File: src/hw/rtl/wtv_pkg.sv
package wtv_pkg;

   // Chain length limit and the address widths that follow from it.
   localparam int MAX_NODES = 64;
   localparam int NODE_AW   = $clog2(MAX_NODES);
   localparam int SEG_DEPTH = 1024;
   localparam int SEG_AW    = $clog2(SEG_DEPTH);

   typedef logic signed [47:0] q_type;
   typedef logic signed [49:0] q_wide_type;

   localparam q_type Q_MAX = {1'b0, {47{1'b1}}};
   localparam q_type Q_MIN = {1'b1, 47'd0};

   typedef enum logic {
      ARITH_DIV = 1'b0,
      ARITH_MUL = 1'b1
   } arith_op_type;

   typedef struct packed {
      logic         start;
      arith_op_type op;
      q_type        a;
      q_type        b;
   } arith_cmd_type;

   typedef struct packed {
      logic  done;
      q_type result;
   } arith_rsp_type;

   function automatic q_wide_type ext50(input q_type a);
      ext50 = {{2{a[47]}}, a};
   endfunction

   function automatic q_type sat_q(input q_wide_type v);
      if (v > ext50(Q_MAX)) begin
         sat_q = Q_MAX;
      end else if (v < ext50(Q_MIN)) begin
         sat_q = Q_MIN;
      end else begin
         sat_q = v[47:0];
      end
   endfunction

   function automatic q_type add_q(input q_type a, input q_type b);
      add_q = sat_q(ext50(a) + ext50(b));
   endfunction

   function automatic q_type neg_q(input q_type a);
      neg_q = sat_q(-ext50(a));
   endfunction

   function automatic logic signed [31:0] sat32(input q_type a);
      if (a > 48'sh0000_7FFF_FFFF) begin
         sat32 = 32'sh7FFF_FFFF;
      end else if (a < -48'sh0000_8000_0000) begin
         sat32 = -32'sh8000_0000;
      end else begin
         sat32 = a[31:0];
      end
   endfunction

endpackage

File: src/hw/rtl/wtv_arith.sv
module wtv_arith (
   input  logic                   clock,
   input  logic                   reset,
   input  wtv_pkg::arith_cmd_type cmd,
   output wtv_pkg::arith_rsp_type rsp
);
   import wtv_pkg::*;

   // Shared sequential unit: restoring division one quotient bit per cycle,
   // or shift-add multiplication one multiplier bit per cycle.
   typedef enum logic [2:0] {
      AR_IDLE = 3'b001,
      AR_RUN  = 3'b010,
      AR_FIN  = 3'b100
   } ar_state_type;

   ar_state_type ar_state_ff, ar_state_in;
   arith_op_type op_ff, op_in;
   logic         neg_ff, neg_in;
   logic [6:0]   cnt_ff, cnt_in;
   logic [47:0]  acc_ff, acc_in;
   logic [63:0]  sh_ff, sh_in;
   logic [47:0]  opnd_ff, opnd_in;
   q_type        result_ff, result_in;
   logic         done_ff, done_in;

   logic [47:0] a_mag, b_mag;
   logic [48:0] rem_sh, mac;
   logic [79:0] mag80;
   logic [79:0] lim;
   q_type       fin_val;

   always_comb begin
      a_mag  = cmd.a[47] ? 48'(-cmd.a) : 48'(cmd.a);
      b_mag  = cmd.b[47] ? 48'(-cmd.b) : 48'(cmd.b);
      rem_sh = {acc_ff, sh_ff[63]};
      mac    = {1'b0, acc_ff} + (sh_ff[0] ? {1'b0, opnd_ff} : 49'd0);
      mag80  = (op_ff == ARITH_DIV) ? {16'd0, sh_ff} : {acc_ff, sh_ff[47:16]};
      lim    = {32'd0, 1'b1, 47'd0};
      if (neg_ff) begin
         fin_val = (mag80 > lim) ? Q_MIN : q_type'(48'd0 - mag80[47:0]);
      end else begin
         fin_val = (mag80 >= lim) ? Q_MAX : q_type'(mag80[47:0]);
      end
   end

   always_comb begin
      ar_state_in = ar_state_ff;
      op_in       = op_ff;
      neg_in      = neg_ff;
      cnt_in      = cnt_ff;
      acc_in      = acc_ff;
      sh_in       = sh_ff;
      opnd_in     = opnd_ff;
      result_in   = result_ff;
      done_in     = 1'b0;
      case (ar_state_ff)
         AR_IDLE: begin
            if (cmd.start) begin
               op_in  = cmd.op;
               neg_in = cmd.a[47] ^ cmd.b[47];
               acc_in = '0;
               if (cmd.op == ARITH_DIV) begin
                  opnd_in = b_mag;
                  sh_in   = {a_mag, 16'd0};
                  cnt_in  = 7'd63;
                  if (b_mag == 48'd0) begin
                     // Zero divisor: the sign of the numerator picks the result.
                     done_in = 1'b1;
                     if (cmd.a > 48'sd0) begin
                        result_in = Q_MAX;
                     end else if (cmd.a < 48'sd0) begin
                        result_in = Q_MIN;
                     end else begin
                        result_in = '0;
                     end
                  end else begin
                     ar_state_in = AR_RUN;
                  end
               end else begin
                  opnd_in     = a_mag;
                  sh_in       = {16'd0, b_mag};
                  cnt_in      = 7'd47;
                  ar_state_in = AR_RUN;
               end
            end
         end
         AR_RUN: begin
            if (op_ff == ARITH_DIV) begin
               if (rem_sh >= {1'b0, opnd_ff}) begin
                  acc_in = 48'(rem_sh - {1'b0, opnd_ff});
                  sh_in  = {sh_ff[62:0], 1'b1};
               end else begin
                  acc_in = rem_sh[47:0];
                  sh_in  = {sh_ff[62:0], 1'b0};
               end
            end else begin
               acc_in = mac[48:1];
               sh_in  = {16'd0, mac[0], sh_ff[47:1]};
            end
            cnt_in = cnt_ff - 7'd1;
            if (cnt_ff == 7'd0) begin
               ar_state_in = AR_FIN;
            end
         end
         AR_FIN: begin
            result_in   = fin_val;
            done_in     = 1'b1;
            ar_state_in = AR_IDLE;
         end
         default: begin
            ar_state_in = AR_IDLE;
         end
      endcase
   end

   always_ff @(posedge clock) begin
      if (reset) begin
         ar_state_ff <= AR_IDLE;
         done_ff     <= 1'b0;
      end else begin
         ar_state_ff <= ar_state_in;
         done_ff     <= done_in;
      end
   end

   always_ff @(posedge clock) begin
      op_ff     <= op_in;
      neg_ff    <= neg_in;
      cnt_ff    <= cnt_in;
      acc_ff    <= acc_in;
      sh_ff     <= sh_in;
      opnd_ff   <= opnd_in;
      result_ff <= result_in;
   end

   assign rsp.done   = done_ff;
   assign rsp.result = result_ff;

endmodule

File: config.mk
export PLATFORM = sky130hd
export DESIGN_NAME = wtv_arith
export DESIGN_NICKNAME = d
export VERILOG_FILES = /design/src/hw/rtl/wtv_pkg.sv /design/src/hw/rtl/wtv_arith.sv
export SDC_FILE = /design/constraint.sdc
export NUM_CORES = 1
export LEC_CHECK = 0
export BUFFER_PORTS_ARGS = -buffer_cell sky130_fd_sc_hd__buf_2
export CORE_MARGIN = 1
export CORE_UTILIZATION = 60
export CTS_BUF_LIST = sky130_fd_sc_hd__clkbuf_4 sky130_fd_sc_hd__clkbuf_8
export CTS_CLUSTER_DIAMETER = 120
export CTS_CLUSTER_SIZE = 14
export DETAILED_ROUTE_END_ITERATION = 8
export HOLD_SLACK_MARGIN = 0.03
export PLACE_DENSITY_LB_ADDON = 0.3
export SYNTH_ARGS = -nofsm -noshare
export SYNTH_HDL_FRONTEND = slang
export SYNTH_SLANG_ARGS = --single-unit
File: constraint.sdc
create_clock -name clock -period 9.8 [get_ports clock]
set_clock_uncertainty 0.15 [all_clocks]
set_input_delay 0.49 -clock clock [delete_from_list [all_inputs] [get_ports clock]]
set_output_delay 0.49 -clock clock [all_outputs]
set_load 0.02 [all_outputs]
==> results.cfg <==
[run_status]
status = finished clean

[global_route]
grt_pass1_vias = 18600
globalRoute.totalOverflow = 0
grt_usage_pct = 39.0
grt_pass1_wl_mm = 108
grt_max_degree = 84
antenna_found_initial = 0

[critical_path]
path_cells = buf_4 -> buf_4 -> nor4b_1 -> nand4_1 -> nor4_1 -> nand4_1 -> o2bb2ai_1 -> nor2_2 -> inv_2 -> nor2_2 -> nand2_1 -> o21ai_0
critPathTopFamily = simple AND/OR/NAND/NOR gates
slowest_delay_ns = 0.86
crit_path_top_delay_cell = nor2_2
cp.buffers_inverters = 3
criticalPathCategory = reg -> reg
setup.worst_path.start_class = register
cp.arrival_ns = 5.66
reg2reg_slack_ns = 4.38
worstPathRequired_ns = 10.05
worst_setup_path_end_kind = register
crit_fanout = 78

[clocking]
cts_buffer_depth = 3
post_cts_buffers = 0
worstSkewPairLatency_ns = 0.58
tritoncts = built
cts-buffers-inserted = 19
hold_buffers = 1
path_clk_slew_ns = 0.10
cts_resized = 0
h-tree-depth = 1
cts_root_buf = clkbuf_8
cts.sink_count = 221

[synth]
ys_ff_latch = 221
synth-simple-area-share_pct = 20.1
ys.flop_type = edfxtp_1
netlist_area_um2 = 20900
ys_seq_area_share_pct = 31.6
synth_warnings = 0
synth_top_area_cell = edfxtp_1
synth.distinct_cells = 94
synth_top_area_share_pct = 31.2
syn_nets = 2658
ys_top_cells_by_count = 248 x a21oi_1, 217 x edfxtp_1, 208 x nand2_1
synth_compound_area_share_pct = 24.1
syn_inst = 2454
synth_edf_count = 217
synth.avg_cell_area_um2 = 8.52
synth_top_family_by_area = compound AO/OA/AOI/OAI gates
synth_most_common_cell = a21oi_1
synth_fa_ha_area_share_pct = 6.30
synth_area_leaders = edfxtp_1 31%, ha_1 6.1%, a21oi_1 5.9%, mux2i_1 5.7%, xor2_1 4.9%
async_flop_share_pct = 0
muxShareOfSynthArea_pct = 5.91
yosys.area_share.xor_xnor_pct = 7.92

[route]
viasPerCell = 6.85
num_vias = 20300
postRouteWirelength_mm = 71.0
wl_per_cell_um = 23.9
first_pass_iters = 6
first_iter_violations = 2680
remaining_drc_errors = 0
ant_nets = 0

[floorplanning]
ioPinCount = 149
die_h_um = 189
die_width_um = 189
row_count = 67
dieArea_um2 = 35600
core_um2 = 33900
start_util_pct = 61.7

[sta]
min_period_over_period_pct = 55.3
hold_ws_ns = 0.163
period_needed_ns = 5.42
hold_viol_final = 0
report.final.slew_viol_count = 0
rsz0062_at_grt = no
setup_viol = 0
setup-tns-final_ns = 0
worst_slew_pin_slew_ns = 1.19
fmax_ghz = 0.185
max-slew-margin-rel_pct = 19.7

[layout]
fin_area_um2 = 22200
num_antenna_cells = 0
nets = 2716
utilization_pct = 65.5
drive_above_1_share_pct = 10.1
syn_to_final_growth_pct = 6.10

[job]
maxCapViolCount = 0

[placement]
finalWeightedCongestion = 0.985
io_buffer_count = 148
dp_hpwl_mm = 55.2
place_area_um2 = 21800

[power]
p_leak_nw = 8.59
vdd_drop_max_mv = 0.0877
p_per_area_nw_per_um2 = 148

[worst_hold_path]
holdCritPathClass = in -> reg
==> kinds of logic after synthesis <==
kind of cell    after synthesis
xor+xnor                    189
mux                         123
simple gates                817
buf+inv                     216
compound gates              784
flops                       221
fa+ha+maj                   104
==> cell type report <==
type                       instances  area (um^2)
timing repair buffer             169          901
clock buffer                      28          335
multi-input combinational       2017        13500
tap                              448          561
fill                            2929        11700
clock inverter                     1         7.51
inverter                          84          315
sequential                       221         6600
==> placed cells by master (no fill, tap or decap), types with 21 or more instances in the layout <==
| cell | instances |
|---|---|
| a221o_1 | 25 |
| nand3_1 | 64 |
| nand2_1 | 208 |
| xor2_1 | 118 |
| and2_1 | 61 |
| o31ai_1 | 33 |
| nor4_1 | 34 |
| nand4_1 | 33 |
| xnor2_1 | 71 |
| mux2i_1 | 120 |
| nand2b_1 | 21 |
| ha_1 | 102 |
| o21ai_0 | 171 |
| a211oi_1 | 77 |
| edfxtp_1 | 217 |
| a21oi_1 | 248 |
| or3_1 | 26 |
| nor2b_1 | 48 |
| nor2_1 | 170 |
| inv_1 | 81 |
| nor3_1 | 49 |
| o21a_1 | 23 |
| buf_2 | 148 |
| a21o_1 | 48 |
==> layer usage <==
layer	track usage [%]	routed length [um]	up-vias	share of wire, %
li1	-	-	9335	-
met2	58.8	30600	1259	43
met4	12.2	2290	0	3.2
met3	5.81	7720	148	11
met1	57.4	30400	9587	43
met5	0	0	-	0
==> final timing paths <==
path,startpoint,end,depth (start not counted)
max,op_ff$_DFFE_PP_,result_ff[35]$_DFFE_PP_,12
min,cmd[97],ar_state_ff[2]$_SDFFE_PP0P_,5
min reg2reg,ar_state_ff[0]$_SDFFE_PP1P_,ar_state_ff[0]$_SDFFE_PP1P_,2
max reg2reg,op_ff$_DFFE_PP_,result_ff[35]$_DFFE_PP_,12
==> state kept, by name (all words and copies together) (netlist names) <==
| signal | cells |
|---|---|
| ar_state_ff | 3 |
| result_ff | 48 |
| done_ff | 1 |
| op_ff | 1 |
| cnt_ff | 7 |
| sh_ff | 64 |
| acc_ff | 48 |
| opnd_ff | 48 |
| neg_ff | 1 |
==> where the power goes <==
part | internal, mW | total (mW) | switching (mW)
Combinational | 0.511 | 1.42 | 0.912
Clock | 0.219 | 0.556 | 0.337
Sequential | 1.17 | 1.30 | 0.127
Total | 1.90 | 3.27 | 1.38
==> worst reg2reg max path, stage by stage (launching register included) <==
cell	delay, ns
edfxtp_1	0.36
buf_4	0.76
buf_4	0.78
nor4b_1	0.34
nand4_1	0.13
nor4_1	0.30
nand4_1	0.14
o2bb2ai_1	0.29
nor2_2	0.48
inv_2	0.12
nor2_2	0.86
nand2_1	0.28
o21ai_0	0.27
==> per-stage QoR <==
step | setup slack [ns] | std cells | power [mW]
after floorplan | 4.40 | 2454 | 2.27
after global placement | 4.88 | 2938 | 2.66
after detailed placement | 4.56 | 2938 | 2.68
after CTS | 4.50 | 2968 | 3.22
after global routing | 4.08 | 2968 | 3.43
final | 4.38 | 2968 | 3.27
(Power assumes the default switching activity.)
